`config.mk`:
```
export PLATFORM = sky130hd
export DESIGN_NAME = plasma_pixel_generator
export DESIGN_NICKNAME = d
export VERILOG_FILES = /design/src/rtl/ppg_pkg.sv /design/src/rtl/plasma_pixel_generator.sv
export SDC_FILE = /design/constraint.sdc
export NUM_CORES = 1
export LEC_CHECK = 0
export BUFFER_PORTS_ARGS = -buffer_cell sky130_fd_sc_hd__buf_2
export CORE_MARGIN = 2
export CORE_UTILIZATION = 60
export DETAILED_ROUTE_END_ITERATION = 8
export PLACE_DENSITY = 0.86
export SYNTH_ARGS = -nofsm -noshare
export SYNTH_HDL_FRONTEND = slang
export SYNTH_SLANG_ARGS = --single-unit
```
`constraint.sdc`:
```
create_clock -name clk -period 8.9 [get_ports clk]
set_clock_uncertainty 0.15 [all_clocks]
set_input_delay 0 -clock clk [delete_from_list [all_inputs] [get_ports clk]]
set_output_delay 0 -clock clk [all_outputs]
set_load 0.05 [all_outputs]
```
`src/rtl/ppg_pkg.sv`:
```
// ----------------------------------------------------------------------------
// Plasma pixel generator package
// Widths, window origin and the sine table shared by the plasma pipeline.
// ----------------------------------------------------------------------------
`default_nettype none

package ppg_pkg;

    localparam int COORD_W = 6;   // col / row width, 64 wide window
    localparam int ANGLE_W = 9;   // table index, 512 values; the sine wave repeats every 256
    localparam int TRIG_W  = 10;  // signed table value, -256..256
    localparam int AMP_W   = 11;  // signed amplitude, -512..512
    localparam int PROD_W  = TRIG_W + AMP_W;
    localparam int PIXEL_W = 16;

    localparam logic [6:0] ORIGIN = 7'd30;
    localparam logic [ANGLE_W-1:0] QUARTER_TURN = 9'd64;

    typedef logic [ANGLE_W-1:0]        angle_t;
    typedef logic signed [TRIG_W-1:0]  trig_t;
    typedef logic signed [AMP_W-1:0]   amp_t;
    typedef logic signed [PROD_W-1:0]  prod_t;

    // trunc(256*sin(m*pi/128)) for m = 0..64
    localparam logic [8:0] QUARTER_WAVE [0:64] = '{
        9'd0,   9'd6,   9'd12,  9'd18,  9'd25,  9'd31,  9'd37,  9'd43,  9'd49,
        9'd56,  9'd62,  9'd68,  9'd74,  9'd80,  9'd86,  9'd92,  9'd97,  9'd103,
        9'd109, 9'd115, 9'd120, 9'd126, 9'd131, 9'd136, 9'd142, 9'd147, 9'd152,
        9'd157, 9'd162, 9'd167, 9'd171, 9'd176, 9'd181, 9'd185, 9'd189, 9'd193,
        9'd197, 9'd201, 9'd205, 9'd209, 9'd212, 9'd216, 9'd219, 9'd222, 9'd225,
        9'd228, 9'd231, 9'd234, 9'd236, 9'd238, 9'd241, 9'd243, 9'd244, 9'd246,
        9'd248, 9'd249, 9'd251, 9'd252, 9'd253, 9'd254, 9'd254, 9'd255, 9'd255,
        9'd255, 9'd256
    };

    // Full sine wave rebuilt from the quarter wave; period is 256 entries.
    function automatic trig_t sin_lookup(input angle_t idx);
        logic [1:0]        quad;
        logic [5:0]        m;
        logic [6:0]        k;
        logic [TRIG_W-1:0] mag;
        quad = idx[7:6];
        m    = idx[5:0];
        if (quad[0])
            k = 7'd64 - {1'b0, m};
        else
            k = {1'b0, m};
        mag = {1'b0, QUARTER_WAVE[k]};
        return quad[1] ? -$signed(mag) : $signed(mag);
    endfunction

    function automatic trig_t cos_lookup(input angle_t idx);
        return sin_lookup(idx + QUARTER_TURN);
    endfunction

    // Twice a table value, as an amplitude
    function automatic amp_t double_amp(input trig_t v);
        return $signed({v, 1'b0});
    endfunction

endpackage

`default_nettype wire

```
`src/rtl/plasma_pixel_generator.sv`:
```
// ----------------------------------------------------------------------------
// Plasma pixel generator
// Four-stage pipeline producing one RGB565 plasma pixel per input beat.
// ----------------------------------------------------------------------------
// Takes one (col, row, advance_frame) beat per clock while in_stall is low
// and returns one RGB565 pixel per beat, in order. Each beat moves through
// the stage 1, 2 and 3 registers into the output register. The frame state
// (angles and amplitudes) steps at the accept edge of a beat with
// advance_frame set, and each beat carries a snapshot of that state down the
// pipe, so frames may change between neighboring beats. Stages: state
// snapshot, table lookup, 10x11 signed multiply, divide/sum/fold into the
// pixel register. The single multiply stage sets the clock period;
// throughput is one pixel per cycle while the output side keeps stall low,
// and a stall reaches the input only once every stage is full.
`default_nettype none

module plasma_pixel_generator (
    input  wire logic                        clk,
    input  wire logic                        rst_n,
    input  wire logic                        in_valid,
    output logic                             in_stall,
    input  wire logic [ppg_pkg::COORD_W-1:0] col,
    input  wire logic [ppg_pkg::COORD_W-1:0] row,
    input  wire logic                        advance_frame,
    output logic                             out_valid,
    input  wire logic                        out_stall,
    output logic [ppg_pkg::PIXEL_W-1:0]      pixel
);

    // frame state
    ppg_pkg::angle_t x_angle_reg, x_angle_next;
    ppg_pkg::angle_t y_angle_reg, y_angle_next;
    ppg_pkg::amp_t   x_amp_reg, x_amp_next;
    ppg_pkg::amp_t   y_amp_reg, y_amp_next;

    // stage 1: coordinates and state snapshot
    logic            s1_valid_reg;
    logic [6:0]      s1_x_reg, s1_y_reg;
    ppg_pkg::angle_t s1_xang_reg, s1_yang_reg;
    ppg_pkg::amp_t   s1_xamp_reg, s1_yamp_reg;

    // stage 2: table values
    logic            s2_valid_reg;
    logic [7:0]      s2_xy_reg;
    ppg_pkg::trig_t  s2_sin_reg, s2_cos_reg;
    ppg_pkg::amp_t   s2_xamp_reg, s2_yamp_reg;

    // stage 3: products
    logic            s3_valid_reg;
    logic [7:0]      s3_xy_reg;
    ppg_pkg::prod_t  s3_pprod_reg, s3_qprod_reg;

    // output register
    logic                         out_valid_reg;
    logic [ppg_pkg::PIXEL_W-1:0]  pixel_reg, pixel_next;

    logic in_accept;
    logic out_ready, s3_ready, s2_ready, s1_ready;

    ppg_pkg::angle_t sin_idx, cos_idx;
    logic [8:0]      y_times3;
    ppg_pkg::prod_t  p_adj, q_adj;
    logic [7:0]      r_sum;
    logic [6:0]      r_fold;

    // ---------------------------------------------------------------- flow
    assign out_ready = !out_valid_reg || !out_stall;
    assign s3_ready  = !s3_valid_reg || out_ready;
    assign s2_ready  = !s2_valid_reg || s3_ready;
    assign s1_ready  = !s1_valid_reg || s2_ready;
    assign in_stall  = !s1_ready;
    assign in_accept = in_valid && s1_ready;

    // ---------------------------------------------------------- frame step
    always_comb
    begin
        x_angle_next = x_angle_reg;
        y_angle_next = y_angle_reg;
        x_amp_next   = x_amp_reg;
        y_amp_next   = y_amp_reg;
        if (in_accept && advance_frame)
        begin
            x_angle_next = x_angle_reg + 9'd1;
            y_angle_next = y_angle_reg - 9'd1;
            x_amp_next   = ppg_pkg::double_amp(ppg_pkg::cos_lookup(y_angle_next));
            y_amp_next   = ppg_pkg::double_amp(ppg_pkg::sin_lookup(x_angle_next));
        end
    end

    always_ff @(posedge clk or negedge rst_n)
    begin
        if (!rst_n)
        begin
            x_angle_reg <= '0;
            y_angle_reg <= '0;
            x_amp_reg   <= 11'sd256;
            y_amp_reg   <= 11'sd256;
        end
        else
        begin
            x_angle_reg <= x_angle_next;
            y_angle_reg <= y_angle_next;
            x_amp_reg   <= x_amp_next;
            y_amp_reg   <= y_amp_next;
        end
    end

    // ------------------------------------------------------- stage compute
    assign y_times3 = {2'b00, s1_y_reg} + {1'b0, s1_y_reg, 1'b0};
    assign sin_idx  = s1_xang_reg + y_times3;
    assign cos_idx  = s1_yang_reg + {s1_x_reg, 2'b00};

    // Truncate toward zero: bias negative products before the shift
    assign p_adj = s3_pprod_reg + (s3_pprod_reg[ppg_pkg::PROD_W-1] ? 21'sd255 : 21'sd0);
    assign q_adj = s3_qprod_reg + (s3_qprod_reg[ppg_pkg::PROD_W-1] ? 21'sd255 : 21'sd0);

    always_comb
    begin
        r_sum      = s3_xy_reg + p_adj[15:8] + q_adj[15:8];
        // fold the upper half back down: 255 - r
        r_fold     = r_sum[7] ? ~r_sum[6:0] : r_sum[6:0];
        pixel_next = {1'b0, r_fold[6:3], 1'b0, r_fold[6:2], 1'b0, r_fold[6:3]};
    end

    // --------------------------------------------------------- valid bits
    always_ff @(posedge clk or negedge rst_n)
    begin
        if (!rst_n)
        begin
            s1_valid_reg  <= 1'b0;
            s2_valid_reg  <= 1'b0;
            s3_valid_reg  <= 1'b0;
            out_valid_reg <= 1'b0;
        end
        else
        begin
            if (s1_ready)
                s1_valid_reg <= in_valid;
            if (s2_ready)
                s2_valid_reg <= s1_valid_reg;
            if (s3_ready)
                s3_valid_reg <= s2_valid_reg;
            if (out_ready)
                out_valid_reg <= s3_valid_reg;
        end
    end

    // ------------------------------------------------------------ payload
    always_ff @(posedge clk)
    begin
        if (in_accept)
        begin
            s1_x_reg    <= {1'b0, col} + ppg_pkg::ORIGIN;
            s1_y_reg    <= {1'b0, row} + ppg_pkg::ORIGIN;
            s1_xang_reg <= x_angle_next;
            s1_yang_reg <= y_angle_next;
            s1_xamp_reg <= x_amp_next;
            s1_yamp_reg <= y_amp_next;
        end
        if (s2_ready && s1_valid_reg)
        begin
            s2_xy_reg   <= {1'b0, s1_x_reg} + {1'b0, s1_y_reg};
            s2_sin_reg  <= ppg_pkg::sin_lookup(sin_idx);
            s2_cos_reg  <= ppg_pkg::cos_lookup(cos_idx);
            s2_xamp_reg <= s1_xamp_reg;
            s2_yamp_reg <= s1_yamp_reg;
        end
        if (s3_ready && s2_valid_reg)
        begin
            s3_xy_reg    <= s2_xy_reg;
            s3_pprod_reg <= s2_sin_reg * s2_xamp_reg;
            s3_qprod_reg <= s2_cos_reg * s2_yamp_reg;
        end
        if (out_ready && s3_valid_reg)
            pixel_reg <= pixel_next;
    end

    assign out_valid = out_valid_reg;
    assign pixel     = pixel_reg;

`ifndef SYNTHESIS
    // advance steps the angles at the accept edge
    a_x_angle_step: assert property (@(posedge clk) disable iff (!rst_n)
        in_accept && advance_frame |=> x_angle_reg == $past(x_angle_reg) + 9'd1)
        else $error("x angle did not advance");

    a_y_angle_step: assert property (@(posedge clk) disable iff (!rst_n)
        in_accept && advance_frame |=> y_angle_reg == $past(y_angle_reg) - 9'd1)
        else $error("y angle did not step back");

    // input may only stall when every stage is full behind a stalled output
    a_stall_cause: assert property (@(posedge clk) disable iff (!rst_n)
        in_stall |-> out_valid_reg && out_stall && s3_valid_reg
                     && s2_valid_reg && s1_valid_reg)
        else $error("input stalled with room in the pipe");

    // frame amplitudes hold without an advancing beat
    a_state_hold: assert property (@(posedge clk) disable iff (!rst_n)
        !(in_accept && advance_frame) |=> $stable(x_amp_reg) && $stable(y_amp_reg))
        else $error("amplitudes changed without a frame advance");
`endif

endmodule

`default_nettype wire

```
### Yosys cells after proc, flatten, opt, wreduce, memory -nomap -nowiden

Memories as Yosys holds them, arrays and structs flattened.
Index checks and enable logic that the tools add are counted.

| operators by class | value |
|---|---|
| $lt $le $gt $ge | 4 |
| $mul | 2 |
| bitwise gates (word level) | 5 |
| muxes and demuxes | 27 |
| reduce and logical (&&, ||, !) cells | 15 |
| $add $sub $neg | 22 |

Operators by type and width:

| kind | count |
|---|---|
| 9-bit two-way mux | 12 |
| 7-bit two-way mux | 9 |
| 10-bit by 11-bit multiplier with 21-bit output | 2 |
| 9-bit negator with 10-bit output | 4 |
| 16-bit by 9-bit adder with 16-bit output | 2 |
| 8-bit adder | 4 |
| 8-bit >= comparator (second input constant) | 4 |
| 7-bit NOT with 8-bit output | 4 |
| 7-bit by 6-bit subtractor with 7-bit output (first input constant) | 4 |
| 11-bit two-way mux | 2 |
| 10-bit two-way mux | 2 |
| 8-bit by 7-bit adder with 8-bit output (second input constant) | 2 |
| 8-bit two-way mux | 2 |
| 6-bit by 5-bit adder with 7-bit output (second input constant) | 2 |
| 9-bit by 1-bit adder with 9-bit output (second input constant) | 1 |
| 9-bit by 1-bit subtractor with 9-bit output (second input constant) | 1 |
| 7-bit by 7-bit adder with 8-bit output | 1 |
| 7-bit by 8-bit adder with 8-bit output | 1 |
| 7-bit NOT | 1 |
| 1-bit logical NOT | 6 |
| 1-bit logical AND | 5 |
| 1-bit logical OR | 4 |

| storage, ports and cells | value |
|---|---|
| word-level logic and storage cells | 104 |
| memories kept | 4 |
| output and inout bits | 18 |
| register bits after elaboration | 209 |
| ROM bits | 4,608 |
| input port bits | 17 |

Memories:

| memory | words | bits a word | rd ports | clocked after Yosys merged registers in | wr ports | line | text |
|---|---|---|---|---|---|---|---|
| (no name shown) | 128 | 9 | 1 | 0 | 0 | ppg_pkg.sv:48 | `mag = {1'b0, QUARTER_WAVE[k]};` |
| (no name shown) | 128 | 9 | 1 | 0 | 0 | ppg_pkg.sv:48 |  |
| (no name shown) | 128 | 9 | 1 | 0 | 0 | ppg_pkg.sv:48 |  |
| (no name shown) | 128 | 9 | 1 | 0 | 0 | ppg_pkg.sv:48 |  |

### Logic depth before layout (Yosys ltp)

| logic depth | value |
|---|---|
| word-level depth | 15 |
| depth in mapped cells | 23 |
| gate-level depth less buffers | 22 |

### Worst setup path before layout

No wires, ideal clock.

| path | value |
|---|---|
| path type | reg2reg |
| start | reg s2_cos_reg[3] |
| end | reg s3_qprod_reg[15], data pin |
| period minus slack after synthesis | 5.357 ns |
| cell stages (with the launch flop) | 23 |
| library setup time | 0.258 ns |
| arrival | 4.949 ns |
| required time | 8.492 ns |
| path buffers | 1 |
| setup slack | 3.543 ns |
| path through | edfxtp_1 -> clkbuf_1 -> nand2_1 -> fa_1 -> fa_1 -> inv_1 -> ha_1 -> fa_1 -> inv_1 -> fa_1 -> inv_1 -> ha_1 -> inv_1 -> nor2_1 -> nor2_1 -> o21bai_1 -> a21oi_1 -> o21bai_1 -> a21oi_1 -> nor2b_1 -> o21a_1 -> o41a_1 -> xor2_1 |

| between the ends | value |
|---|---|
| cells in the longest elaborated chain, start to end | 1 |

Ends and longest elaborated chain:

| element | line | text |
|---|---|---|
| start, declared | plasma_pixel_generator.sv:45 | `ppg_pkg::trig_t s2_sin_reg, s2_cos_reg;` |
| start signal, assigned | plasma_pixel_generator.sv:164 | `s2_cos_reg <= ppg_pkg::cos_lookup(cos_idx);` |
| 10-bit by 11-bit multiplier with 21-bit output | plasma_pixel_generator.sv:172 | `s3_qprod_reg <= s2_cos_reg * s2_yamp_reg;` |
| end signal, assigned | plasma_pixel_generator.sv:172 |  |
| end, declared | plasma_pixel_generator.sv:51 | `ppg_pkg::prod_t s3_pprod_reg, s3_qprod_reg;` |

Every way passes these cells.
A chain may end at the register's enable or synchronous reset.

### Worst setup path in the final report

| path | value |
|---|---|
| start | reg s2_xamp_reg[4] |
| end | reg s3_pprod_reg[15], data pin |

| between the ends | value |
|---|---|
| cells in the longest elaborated chain, start to end | 1 |

Ends and longest elaborated chain:

| element | line | text |
|---|---|---|
| start, declared | plasma_pixel_generator.sv:46 | `ppg_pkg::amp_t s2_xamp_reg, s2_yamp_reg;` |
| start signal, assigned | plasma_pixel_generator.sv:165 | `s2_xamp_reg <= s1_xamp_reg;` |
| 10-bit by 11-bit multiplier with 21-bit output | plasma_pixel_generator.sv:171 | `s3_pprod_reg <= s2_sin_reg * s2_xamp_reg;` |
| end signal, assigned | plasma_pixel_generator.sv:171 |  |
| end, declared | plasma_pixel_generator.sv:51 |  |

Every way passes these cells.

==> impl_metrics.json <==
{
  "status": "finished clean",
  "nNetsFinal": 2816,
  "routabilityCongestion": 0.979,
  "postSynth.asyncResetShare_pct": 22.0,
  "rsz0062_at_grt": "false",
  "initial_utilization_pct": 60.4,
  "criticalPathCategory": "flip-flop to flip-flop",
  "synth_top_family_by_area": "adder cells",
  "cts_resized": 0,
  "cts_buffers": 17,
  "synth_area_leaders": "edfxtp_1 20%, fa_1 19%, ha_1 10%",
  "ant_nets": 0,
  "core_area_mm2": 0.0374,
  "vias": 17900,
  "syn_avg_cell_area_um2": 9.15,
  "synth_xor_area_share_pct": 6.56,
  "routedWlPerCell_um": 18.2,
  "finalHoldViolCount": 0,
  "io-pin-count": 35,
  "cts.sinks": 191,
  "synth_mux_area_share_pct": 0.809,
  "drive_gt1_share_pct": 5.71,
  "cts_root_buf": "clkbuf_16",
  "ys_seq_area_share_pct": 24.5,
  "critPathMaxStageDelay_ps": 590,
  "drtIter0Drc": 1675,
  "synth.top_cell.area_share_pct": 19.8,
  "synth_fa_ha_area_share_pct": 29.0,
  "cp_data_arrival_time_ps": 5800,
  "fin_util_pct": 63.2,
  "antennaDiodeCount": 0,
  "synth_cells": 2469,
  "port_buffers": 31,
  "drv_slew": 0,
  "grt_max_degree": 54,
  "cp_slowest_cell": "edfxtp_1",
  "yosysWarnings": 0,
  "required_ps": 8930,
  "max_freq_mhz": 173,
  "final.setup.tns_ps": 0,
  "r2r_cells": 21,
  "synth_area_leader_cell": "edfxtp_1",
  "ctsHtreeMaxLevel": 4,
  "drc": 0,
  "dp_hpwl_um": 41100,
  "overflow": 0,
  "finalCritPeriodShare_pct": 64.8,
  "layout_min_cycle_time_ps": 5770,
  "synth_most_common_cell": "inv_1",
  "vias_per_cell": 6.12,
  "ys_types": 107,
  "crit_fanout": 10,
  "ys_ff_latch": 191,
  "hold_path.class": "primary input to asynchronous set/reset pin",
  "die_x_um": 198,
  "synth_commonest_cells": "337 x inv_1, 243 x nand2_1, 214 x fa_1, 181 x ha_1, 149 x edfxtp_1",
  "cts_tree": "done",
  "worstSkewPairLatency_ps": 450,
  "path_buf_inv": 4,
  "cts.clk_slew.worst_paths_ps": 80,
  "setup_ws_ps": 3130,
  "endpoint_kind": "flip-flop",
  "dr.pass1.iters": 6,
  "finalWirelength_um": 53300,
  "r2r-start": "s2_xamp_reg[4]",
  "first_global_vias": 17700,
  "grt_antenna_before_repair": 0,
  "dp_worst_setup_slack_ps": 3200,
  "grt_pass1_wl_um": 88200,
  "crit_path_cell_trace": "nand2_1 -> fa_1 -> fa_1 -> inv_1 -> ha_1 -> fa_1 -> inv_1 -> fa_1 -> inv_1 -> ha_1 -> inv_1 -> nor2_1 -> nor2_1 -> o21bai_1 -> a21oi_1 -> o21bai_1 -> a21oi_1 -> nor2b_1 -> o21a_1 -> o41ai_1 -> xnor2_1",
  "maxCapViolCount": 0,
  "rows": 71,
  "cpLargestDelayFamily": "adder cells",
  "start_kind": "flip-flop",
  "synth_area_mm2": 0.0226,
  "die_area_mm2": 0.0392,
  "synthSimpleGateAreaFrac_pct": 15.7,
  "crit_path_start": "s2_xamp_reg[4]",
  "crit_cells": 21,
  "cts.path.max_buffers": 2,
  "area_delta_synth_final_pct": 4.54,
  "slew_headroom_pct": 20.7,
  "tightest_slew_ps": 1180,
  "synth_edf_count": 149,
  "die_y_um": 198,
  "setup_viol": 0,
  "ys.flop_type": "edfxtp_1",
  "globalRouteTotalUtil_pct": 28.0,
  "synth_compound_area_share_pct": 15.0
}
==> what timing repair did <==
action                    CTS  global route
hold buffers               19             0
hold endpoints to repair   62             0
setup buffers               0             0
==> logic make-up (layout without fill, tap and decap cells) <==
family / Yosys count / count (layout)
xor+xnor: 165 / 165
compound gates: 492 / 492
simple gates: 724 / 724
flops: 191 / 191
other cells: 1 / 3
mux: 17 / 17
fa+ha+maj: 395 / 395
buf+inv: 484 / 430
==> layer usage <==
| metal | track usage (%) | vias to the layer above | routed length [um] |
|---|---|---|---|
| met3 | 4.22 | 137 | 4170 |
| met5 | 0 | - | 0 |
| met1 | 37.7 | 8705 | 22300 |
| li1 | - | 8257 | - |
| met2 | 46.8 | 814 | 25300 |
| met4 | 8.91 | 0 | 1550 |
==> area by class of cell <==
type | instances | area [um2]
clock buffer | 17 | 425
clock inverter | 15 | 188
tap | 511 | 639
timing repair buffer | 56 | 390
fill | 2853 | 13800
inverter | 342 | 1280
sequential | 191 | 5530
multi-input combinational | 1796 | 15200
==> per-stage QoR <==
step / hold WS [ps] / cells / instance area, um2
4_1_cts: 135 / 2928 / 23600
3_3_place_gp: 61.8 / 2877 / 22800
2_1_floorplan: -446 / 2471 / 22600
3_5_place_dp: 54.8 / 2877 / 22800
6_report: 131 / 2928 / 23600
5_1_grt: 161 / 2928 / 23600
==> cells in the final DEF, fill, tap and decap left out, drive strengths merged, types with 18 or more instances in the layout <==
cell           n
nor3          55
o21ai         95
edfxtp       149
xor2          47
nand2b        22
nor2         146
a211oi        21
nand2        243
and2          93
a21oi        115
inv          345
dlygate4sd3   19
nand4         18
o31ai         23
o211ai        18
buf           37
and3          21
fa           214
dfrtp         40
nand3         39
a31oi         37
ha           181
xnor2        117
==> path summary, 6_finish.rpt <==
check	end	slack, ps
worst max-delay path	s3_pprod_reg[15]	3130
worst min-delay path	y_angle_reg[0]	130
worst max register to register	s3_pprod_reg[15]	3130
worst min register to register	s2_yamp_reg[0]	270
max in group asynchronous	y_amp_reg[4]	7780
min in group clk	s1_y_reg[0]	150
Power is not shown: default switching activity piles up to over one toggle a cycle in this logic, so the estimate is an artifact.
